[config.mk]
export PLATFORM = sky130hd
export DESIGN_NAME = pressure_temperature_compensation
export DESIGN_NICKNAME = d
export VERILOG_FILES = /design/src/rtl/ptc_pkg.sv /design/src/rtl/pressure_temperature_compensation.sv
export SDC_FILE = /design/constraint.sdc
export NUM_CORES = 2
export LEC_CHECK = 0
export ABC_AREA = 1
export ABC_CLOCK_PERIOD_IN_PS = 15800
export BUFFER_PORTS_ARGS = -buffer_cell sky130_fd_sc_hd__buf_2
export CORE_MARGIN = 5
export CORE_UTILIZATION = 31
export CTS_CLUSTER_DIAMETER = 80
export DETAILED_ROUTE_END_ITERATION = 8
export SLEW_MARGIN = 20
export SYNTH_ARGS = -nofsm -noshare
export SYNTH_HDL_FRONTEND = slang
export SYNTH_SLANG_ARGS = --single-unit
export TNS_END_PERCENT = 30
[constraint.sdc]
create_clock -name clock -period 15.8 [get_ports clock]
set_input_delay 0.79 -clock clock [delete_from_list [all_inputs] [get_ports clock]]
set_output_delay 0.79 -clock clock [all_outputs]
set_load 0.01 [all_outputs]
[src/rtl/ptc_pkg.sv]
// Types and fixed constants of the pressure/temperature compensation block.
// No dependencies.
package ptc_pkg;

   // Field widths
   localparam int SAMPLE_W  = 24;
   localparam int COEF_W    = 16;
   localparam int IDX_W     = 3;
   localparam int TEMP_W    = 21;
   localparam int PRES_W    = 23;
   localparam int RSP_W     = 48;

   // Datapath widths
   localparam int DT_W      = 25;   // reading minus reference, signed
   localparam int MB_W      = 18;   // second multiplier operand, signed
   localparam int PROD_W    = 43;   // multiplier product, signed
   localparam int SENS_LO_W = 17;   // low, unsigned slice of sensitivity
   localparam int SENS_W    = 35;
   localparam int OFF_W     = 37;
   localparam int FULL_W    = 60;   // sample times sensitivity
   localparam int Q_W       = 39;
   localparam int D_W       = 40;

   // Fixed scaling shifts
   localparam int Q1_SHIFT    = 15;
   localparam int Q2_SHIFT    = 17;
   localparam int Q3_SHIFT    = 7;
   localparam int Q4_SHIFT    = 5;
   localparam int Q5_SHIFT    = 7;
   localparam int Q6_SHIFT    = 21;
   localparam int PRESS_SHIFT = 21;
   localparam int FINAL_SHIFT = 15;
   localparam logic [TEMP_W-1:0] TEMP_BASE = TEMP_W'(2000);

   // Calibration register reset values
   localparam logic [COEF_W-1:0] SENS_RST     = 16'd14980;
   localparam logic [COEF_W-1:0] OFF_RST      = 16'd8468;
   localparam logic [COEF_W-1:0] SENS_TC_RST  = 16'd3624;
   localparam logic [COEF_W-1:0] OFF_TC_RST   = 16'd1743;
   localparam logic [COEF_W-1:0] REF_TEMP_RST = 16'd34934;
   localparam logic [COEF_W-1:0] SLOPE_RST    = 16'd8076;

   typedef enum logic [IDX_W-1:0] {
      CSR_SENS     = 3'd0,
      CSR_OFF      = 3'd1,
      CSR_SENS_TC  = 3'd2,
      CSR_OFF_TC   = 3'd3,
      CSR_REF_TEMP = 3'd4,
      CSR_SLOPE    = 3'd5
   } csr_index_type;

   typedef enum logic {
      OP_TEMP  = 1'b0,
      OP_PRESS = 1'b1
   } op_type;

   typedef enum logic [3:0] {
      ST_IDLE,
      ST_MUL_TEMP,
      ST_MUL_OFF,
      ST_MUL_SENS,
      ST_SENS_ADD,
      ST_MUL_LO,
      ST_MUL_HI,
      ST_COMBINE,
      ST_SCALE,
      ST_SUB_OFF,
      ST_OUTPUT
   } state_type;

endpackage

[src/rtl/pressure_temperature_compensation.sv]
// Top level of the pressure/temperature compensation block.
// Depends on ptc_pkg.
//
// A temperature reading (tuser 0) is stored and gives no result; the block
// is ready again on the next cycle. A pressure reading (tuser 1) holds
// req_tready low until the sequencer returns to idle, and longer if the
// previous result still waits in the output register, so the block takes
// no new reading before it is through with a pressure reading.
// The sequence is five passes through one shared 25x18 signed
// multiplier (temperature term, offset term, sensitivity term, then the
// sample times the low and the high half of the sensitivity), each followed
// by a registered add or scaling step, all stepped by one small sequencer.
// Every divide by a power of two rounds toward zero. Calibration words are
// written through the csr port, which is always ready; write them while no
// pressure reading is in flight.
module pressure_temperature_compensation
   import ptc_pkg::*;
(
   input  logic                clock,
   input  logic                reset,
   // input stream
   input  logic                req_tvalid,
   output logic                req_tready,
   input  logic [SAMPLE_W-1:0] req_tdata,   // [23:0] sample
   input  logic                req_tuser,   // [0] op: 0 temperature, 1 pressure
   // result stream
   output logic                rsp_tvalid,
   input  logic                rsp_tready,
   output logic [RSP_W-1:0]    rsp_tdata,   // [22:0] pressure_out, [43:23] temperature_out
   // calibration writes
   input  logic                csr_valid,
   output logic                csr_ready,
   input  logic [IDX_W-1:0]    csr_index,
   input  logic [COEF_W-1:0]   csr_data
);

   state_type state_ff, state_in;

   logic [COEF_W-1:0]   sens_ff, off_coef_ff, sens_tc_ff, off_tc_ff, ref_temp_ff, slope_ff;
   logic [SAMPLE_W-1:0] last_temp_ff;
   logic [SAMPLE_W-1:0] sample_ff;
   logic [DT_W-1:0]     dt_ff, dt_in;

   logic signed [DT_W-1:0]   mul_a;
   logic signed [MB_W-1:0]   mul_b;
   logic                     mul_en;
   logic signed [PROD_W-1:0] prod_ff, prod_in;
   logic [PROD_W-1:0]        acc_ff;

   logic [PROD_W-1:0] adj_temp, adj_off, adj_sens;
   logic [TEMP_W-1:0] temp_ff, temp_in;
   logic [OFF_W-1:0]  off_ff, off_in;
   logic [SENS_W-1:0] sens_val_ff, sens_val_in;
   logic [FULL_W-1:0] full_ff, full_in, full_adj;
   logic [Q_W-1:0]    q_ff, q_in;
   logic [D_W-1:0]    d_ff, d_in, d_adj;
   logic [PRES_W-1:0] pres_in;

   logic              req_fire;
   logic              out_free;
   logic              out_load;
   logic              rsp_valid_ff, rsp_valid_in;
   logic [PRES_W-1:0] rsp_pres_ff;
   logic [TEMP_W-1:0] rsp_temp_ff;

   assign req_tready = (state_ff == ST_IDLE);
   assign req_fire   = req_tvalid && req_tready;
   assign csr_ready  = 1'b1;
   assign out_free   = !rsp_valid_ff || rsp_tready;
   assign out_load   = (state_ff == ST_OUTPUT) && out_free;

   // Calibration registers and the stored temperature reading
   always_ff @(posedge clock) begin
      if (reset) begin
         sens_ff      <= SENS_RST;
         off_coef_ff  <= OFF_RST;
         sens_tc_ff   <= SENS_TC_RST;
         off_tc_ff    <= OFF_TC_RST;
         ref_temp_ff  <= REF_TEMP_RST;
         slope_ff     <= SLOPE_RST;
         last_temp_ff <= '0;
      end else begin
         if (csr_valid && csr_ready) begin
            unique case (csr_index)
               CSR_SENS:     sens_ff     <= csr_data;
               CSR_OFF:      off_coef_ff <= csr_data;
               CSR_SENS_TC:  sens_tc_ff  <= csr_data;
               CSR_OFF_TC:   off_tc_ff   <= csr_data;
               CSR_REF_TEMP: ref_temp_ff <= csr_data;
               CSR_SLOPE:    slope_ff    <= csr_data;
               default:      ;
            endcase
         end
         if (req_fire && (req_tuser == OP_TEMP)) begin
            last_temp_ff <= req_tdata;
         end
      end
   end

   // Sequencer state register
   always_ff @(posedge clock) begin
      if (reset) begin
         state_ff <= ST_IDLE;
      end else begin
         state_ff <= state_in;
      end
   end

   // Next state and multiplier operand selection
   always_comb begin
      state_in = state_ff;
      mul_a    = $signed(dt_ff);
      mul_b    = '0;
      mul_en   = 1'b0;
      unique case (state_ff)
         ST_IDLE: begin
            if (req_fire && (req_tuser == OP_PRESS)) begin
               state_in = ST_MUL_TEMP;
            end
         end
         ST_MUL_TEMP: begin
            mul_b    = $signed({2'b00, slope_ff});
            mul_en   = 1'b1;
            state_in = ST_MUL_OFF;
         end
         ST_MUL_OFF: begin
            mul_b    = $signed({2'b00, off_tc_ff});
            mul_en   = 1'b1;
            state_in = ST_MUL_SENS;
         end
         ST_MUL_SENS: begin
            mul_b    = $signed({2'b00, sens_tc_ff});
            mul_en   = 1'b1;
            state_in = ST_SENS_ADD;
         end
         ST_SENS_ADD: begin
            state_in = ST_MUL_LO;
         end
         ST_MUL_LO: begin
            mul_a    = $signed({1'b0, sample_ff});
            mul_b    = $signed({1'b0, sens_val_ff[SENS_LO_W-1:0]});
            mul_en   = 1'b1;
            state_in = ST_MUL_HI;
         end
         ST_MUL_HI: begin
            mul_a    = $signed({1'b0, sample_ff});
            mul_b    = $signed(sens_val_ff[SENS_W-1:SENS_LO_W]);
            mul_en   = 1'b1;
            state_in = ST_COMBINE;
         end
         ST_COMBINE: state_in = ST_SCALE;
         ST_SCALE:   state_in = ST_SUB_OFF;
         ST_SUB_OFF: state_in = ST_OUTPUT;
         ST_OUTPUT: begin
            if (out_free) begin
               state_in = ST_IDLE;
            end
         end
         default: state_in = ST_IDLE;
      endcase
   end

   // Datapath next values; biased adds make each shift round toward zero
   always_comb begin
      dt_in    = {1'b0, last_temp_ff} - {2'b00, ref_temp_ff, {Q5_SHIFT{1'b0}}};
      prod_in  = mul_a * mul_b;
      adj_temp = prod_ff + {{(PROD_W-Q6_SHIFT){1'b0}}, {Q6_SHIFT{prod_ff[PROD_W-1]}}};
      adj_off  = prod_ff + {{(PROD_W-Q4_SHIFT){1'b0}}, {Q4_SHIFT{prod_ff[PROD_W-1]}}};
      adj_sens = prod_ff + {{(PROD_W-Q3_SHIFT){1'b0}}, {Q3_SHIFT{prod_ff[PROD_W-1]}}};
      temp_in  = TEMP_BASE + adj_temp[Q6_SHIFT+TEMP_W-1:Q6_SHIFT];
      off_in   = {{(OFF_W-COEF_W-Q2_SHIFT){1'b0}}, off_coef_ff, {Q2_SHIFT{1'b0}}}
               + adj_off[Q4_SHIFT+OFF_W-1:Q4_SHIFT];
      sens_val_in = {{(SENS_W-COEF_W-Q1_SHIFT){1'b0}}, sens_ff, {Q1_SHIFT{1'b0}}}
                  + adj_sens[Q3_SHIFT+SENS_W-1:Q3_SHIFT];
      // high partial product weighs 2^17 over the low one
      full_in  = {prod_ff, {SENS_LO_W{1'b0}}} + {{(FULL_W-PROD_W){1'b0}}, acc_ff};
      full_adj = full_ff + {{(FULL_W-PRESS_SHIFT){1'b0}}, {PRESS_SHIFT{full_ff[FULL_W-1]}}};
      q_in     = full_adj[FULL_W-1:PRESS_SHIFT];
      d_in     = {{(D_W-Q_W){q_ff[Q_W-1]}}, q_ff} - {{(D_W-OFF_W){off_ff[OFF_W-1]}}, off_ff};
      d_adj    = d_ff + {{(D_W-FINAL_SHIFT){1'b0}}, {FINAL_SHIFT{d_ff[D_W-1]}}};
      pres_in  = d_adj[FINAL_SHIFT+PRES_W-1:FINAL_SHIFT];
   end

   // Datapath registers, each loaded only in the step or steps that produce it
   always_ff @(posedge clock) begin
      if (req_fire) begin
         sample_ff <= req_tdata;
         dt_ff     <= dt_in;
      end
      if (mul_en) begin
         prod_ff <= prod_in;
      end
      if (state_ff == ST_MUL_HI) begin
         acc_ff <= prod_ff;
      end
      if (state_ff == ST_MUL_OFF) begin
         temp_ff <= temp_in;
      end
      if (state_ff == ST_MUL_SENS) begin
         off_ff <= off_in;
      end
      if (state_ff == ST_SENS_ADD) begin
         sens_val_ff <= sens_val_in;
      end
      if (state_ff == ST_COMBINE) begin
         full_ff <= full_in;
      end
      if (state_ff == ST_SCALE) begin
         q_ff <= q_in;
      end
      if (state_ff == ST_SUB_OFF) begin
         d_ff <= d_in;
      end
      if (out_load) begin
         rsp_pres_ff <= pres_in;
         rsp_temp_ff <= temp_ff;
      end
   end

   // Output register valid: set on load, drop once the transaction completes
   always_comb begin
      rsp_valid_in = rsp_valid_ff;
      if (rsp_valid_ff && rsp_tready) begin
         rsp_valid_in = 1'b0;
      end
      if (out_load) begin
         rsp_valid_in = 1'b1;
      end
   end

   always_ff @(posedge clock) begin
      if (reset) begin
         rsp_valid_ff <= 1'b0;
      end else begin
         rsp_valid_ff <= rsp_valid_in;
      end
   end

   assign rsp_tvalid = rsp_valid_ff;
   assign rsp_tdata  = {{(RSP_W-TEMP_W-PRES_W){1'b0}}, rsp_temp_ff, rsp_pres_ff};

endmodule

* After elaboration in Yosys (flattened, before gate mapping)
Index checks and enable logic that the tools add are counted.
Widths: inputs -> output; s select.
** Word-level totals
- Register bits :: 536
- Bits in latches :: 0
- Bits in writable memories :: 0
- Bits in read-only memories :: 0
- Bits of input ports :: 49
- Output and inout bits :: 51
- Word-level logic and storage cells :: 78
- Memories kept :: 0
** Operators by class
- $add $sub $neg :: 11
- Multipliers :: 1
- Divide/modulo/power cells :: 0
- Order comparisons :: 0
- Equal/unequal tests :: 17
- Shifts and indexed selects :: 0
- Multiplexer cells :: 8
- Bitwise logic cells :: 1
- Reduce and logical (&&, ||, !) cells :: 19
** Operator list (number)
- $pmux 18 s5 :: 1
- $add 60x21->60 :: 1
- $add 60x43->60 :: 1
- $pmux 4 s11 :: 1
- $mul 25x18->43 :: 1
- $add 42x21->42 :: 1
- $add 42x5->42 :: 1
- $add 42x7->42 :: 1
- $sub 39x37->40 :: 1
- $add 38x15->38 :: 1
- $add 33x37->37 :: 1
- $add 31x35->35 :: 1
- $mux 25 :: 1
- $sub 24x23->25 :: 1
- $add 11x21->21 const A :: 1
- $eq 4x3->1 const B :: 4
- $reduce_and 2->1 :: 7
- $eq 4x4->1 const B :: 3
- $eq 4x2->1 const B :: 2
- $mux 4 :: 2
- $eq 3x2->1 const B :: 2
- $eq 3x3->1 const B :: 2
- $logic_and 1x1->1 :: 5
- $reduce_or 5->1 :: 1
- 12 further kinds :: 14

* Logic depth before layout (Yosys ltp)
- Depth in word-level cells :: 5
- Depth in mapped cells :: 35
- Depth with buffers taken out :: 34

* Least setup slack after synthesis
Ideal clock, no wire load.
- Path kind :: register to register
- From :: register state_ff[2]
- To :: register prod_ff[37], data pin
- Setup time :: 259 ps
- Arrival time :: 7374 ps
- Required time :: 15541 ps
- Slack :: 8167 ps
- Stages on the path, launching flop included :: 31
- Path buffers :: 1
- Clock period less this slack :: 7633 ps
- Cells stage by stage :: dfxtp_1 nor2_1 inv_1 nor2_2 a22o_1 a221oi_1 o21ai_0 inv_1 buf_2 nor2_1 fa_1 inv_1 fa_1 inv_1 ha_1 inv_1 fa_1 inv_1 fa_1 inv_1 fa_1 inv_1 ha_1 a21o_1 a31oi_1 o21ai_0 a21oi_1 o21ai_1 nand2_1 nand2_1 xor2_1
** On the way
- Cells in the longest elaborated chain, start to end :: 4
- Elaborated cells between the ends (all ways) :: 9
- Classes of those cells :: mul (1); eq/ne (5); mux (2); reduce/logical (1)
** Ends and longest elaborated chain
- start: declaration :: line pressure_temperature_compensation.sv:37 : state_type state_ff, state_in;
- start signal: assignment :: line pressure_temperature_compensation.sv:105 : state_ff <= state_in;
- $eq 4x3->1 :: line pressure_temperature_compensation.sv:115 : unique case (state_ff)
- $reduce_or 2->1 (no line)
- $mux 25 :: line pressure_temperature_compensation.sv:115
- $mul 25x18->43 * :: line pressure_temperature_compensation.sv:166 : prod_in = mul_a * mul_b;
- named net prod_in[37] :: line pressure_temperature_compensation.sv:47 : logic signed [PROD_W-1:0] prod_ff, prod_in;
- end signal: assignment :: line pressure_temperature_compensation.sv:191 : prod_ff <= prod_in;
- end: declaration :: line pressure_temperature_compensation.sv:47
The timed path passes the listed nets; every way through them passes the cells marked *.
A chain may end at the register's enable or synchronous reset.

* Worst setup path after layout
- From :: register state_ff[1]
- To :: register prod_ff[36], data pin
The elaborated chain is that of the path after synthesis.

==> results.txt <==
Worst Hold Class: input pin to flip-flop
setup_tns: 0 ns
CTS Sinks: 535
GP Congestion: 0.968
Synthesis Warnings: 0
grt ovf: 0
RSZ-0062 raised after global routing: false
family with the most delay on the worst path: adder cells
Post-CTS Hold Fix Bufs: 0
Synth top area share: 0.267
Post-synth top cells: 1063 x inv_1, 906 x nand2_1, 697 x nor2_1, 446 x fa_1, 410 x edfxtp_1
initial antenna violation count: 1
post-CTS setup buffer count: 0
most numerous cell in the Yosys netlist: inv_1
Ports: 100
WP depth: 31
Final WS setup: 6.63 ns
CTS tree: done
r2r startpoint: state_ff[1]
Max Clock Freq: 0.109 GHz
sequential fraction of the synthesis area: 0.322
die width: 395 um
Top FF cell, synth: edfxtp_1
Required @ worst endpoint: 16.16 ns
area occupied by multi-input gates: 26800 sq um
starting density of the core: 0.312
Layout Nets: 6197
DP Worst Slack: 6.75 ns
crit start category: flip-flop
vias in the first global route: 37000
core area: 148000 sq um
Worst path max stage delay: 0.83 ns
Setup CP Type: flip-flop to flip-flop
met1 usage: 0.225
Port Buffers: 94
Row Count: 141
clk root buf: clkbuf_16
FF-to-FF path depth: 31
Slowest-stage cell, CP: inv_1
total area of sequential cells: 14800 sq um
final WL: 146000 um
Most Frequent Cell on Critical Path: inv_1
DPL Wire Length: 116000 um
CP arrival: 9.53 ns
Post-DP Area: 48900 sq um
Final setup viols: 0
Final ANT Viol Nets: 0
global-route wire length before repair: 222000 um
crit end category: flip-flop
number of buffers created by CTS: 68
die extent in y: 395 um
drt wl/cell: 19.8 um
fillers: 15100
Slew Viols, Final: 0
post-route cell area: 51300 sq um
clk buf depth: 3
die area: 156000 sq um
synth unique cells: 64
reg2reg end: prod_ff[36]
Clock Pin Slew Worst Setup and Hold Paths: 0.06 ns
largest net degree at the start of global routing: 121
EDFF count, synth: 410
Area Overhead vs Synth: 11.3%
Critical Path Sink: prod_ff[36]
post-synthesis cell count: 5314
clock skew: 0.0409 ns
Buf/Inv on CP: 8
Via Count: 35900
minimum clock period: 9.17 ns
Mapped Area: 46000 sq um
GRT Resource Usage Total: 0.186
syn avg cell area: 8.66 sq um
layout cell share with drive strength beyond 1: 0.0697
CP Launch Point: state_ff[1]
Diodes inserted: 0
Worst-Skew Late Latency: 0.65 ns
largest area contributor in the netlist: edfxtp_1
Initial DRT Pass Iterations: 8
Rel. slew slack: 0.203
met3 Use GR: 0.0263
Final Hold Vio Count: 0
critical-path maximum fanout: 31
Initial DRC Count: 2676
DRC errors left: 0
fin util: 0.347
max-cap viol count: 0
post-CTS sizing: 0
Worst Tran Pin Value: 1.18 ns
period utilisation layout: 0.581
ys async rst share: 0
via/cell ratio: 4.85
GRT busiest layer: met2
post-synthesis register bit count: 535
FF-to-FF setup slack: 6.63 ns
H-tree depth: 3
ranking of synthesized cells by area: edfxtp_1 27%, fa_1 19%, inv_1 8.7%
grt met2 use: 0.327
status: finished, final reports clean
logic make-up after synthesis:
logic type	Yosys count	synth area share
AOI/OAI and AO/OA	651	0.0812
xor gates and xnor gates	279	0.0534
adders and majority gates	721	0.269
buffers and inverters	1190	0.0992
DFF	535	0.322
other	2	0.000163
and+or+nand+nor	1936	0.176
cell type report:
type / instances / share of cell area
sequential: 535 / 0.289
clock inverter: 43 / 0.0104
timing repair buffer: 146 / 0.0169
multi-input combinational: 3593 / 0.522
clock buffer: 81 / 0.0352
tap: 1930 / 0.0471
inverter: 1083 / 0.0793
state kept, by name (all words and copies together), names as in the netlist:
register / cells
acc_ff: 43
temp_ff: 21
last_temp_ff: 24
sens_val_ff: 35
q_ff: 39
state_ff: 4
off_ff: 37
sens_ff: 16
d_ff: 39
prod_ff: 43
sample_ff: 24
rsp_tvalid: 1
off_coef_ff: 16
slope_ff: 16
rsp_pres_ff: 23
ref_temp_ff: 16
dt_ff: 25
off_tc_ff: 16
full_ff: 60
rsp_temp_ff: 21
sens_tc_ff: 16
worst register-to-register path: cells and delay by family (launching register included):
family,cells,cell delay [ns]
adders and majority gates,7,3.41
and+or+nand+nor,9,1.88
buffers and inverters,8,1.66
AOI/OAI and AO/OA,6,1.38
DFF,1,0.38
xor gates and xnor gates,1,0.15
placed cells by master, fill, tap and decap left out, types with 9 or more instances in the layout:
cell / count
inv_1: 1062
nand2_1: 906
nor2_1: 690
fa_1: 446
edfxtp_1: 410
ha_1: 275
a21oi_1: 255
xor2_1: 208
o21ai_0: 198
nand3_1: 128
dfxtp_1: 125
buf_2: 94
xnor2_1: 69
clkbuf_16: 69
buf_4: 51
nand4_1: 47
nor3_1: 43
a31oi_1: 26
o211ai_1: 24
nand2_2: 22
nor2_2: 21
a21o_1: 19
nor4_1: 17
o21ai_1: 17
inv_2: 17
a221oi_1: 17
o21ai_2: 16
o21a_1: 14
nor2_4: 14
o21bai_1: 13
clkinv_1: 13
a21boi_0: 11
a22o_1: 9
clkbuf_1: 9
layer usage:
metal  routed length, um  up-vias  share of wire
li1                    -    17000              -
met1               58600    17400           0.40
met2               72300     1185           0.49
met3                8150      338          0.056
met4                7470        2          0.051
met5                  13        -       0.000089
worst min-delay path by stage:
stage | start | endpoint | slack [ns] | depth (start not counted)
after floorplan | acc_ff[0] | full_ff[0] | 0.40 | 0
after global placement | acc_ff[6] | full_ff[6] | 0.40 | 0
after detailed placement | acc_ff[16] | full_ff[16] | 0.40 | 0
after CTS | req_tdata[20] | sample_ff[20] | 0.29 | 1
after global routing | req_tdata[20] | sample_ff[20] | 0.30 | 1
final | req_tdata[3] | sample_ff[3] | 0.34 | 1
metrics by stage:
step,cells,hold WS [ns]
final,7411,0.337
after global routing,7411,0.299
after CTS,7411,0.292
after detailed placement,7287,0.405
after global placement,7287,0.403
after floorplan,5318,0.400
Power is left out: the tool's default activity adds up to more than one toggle a clock period on the data nets, which glitch-free logic cannot reach.
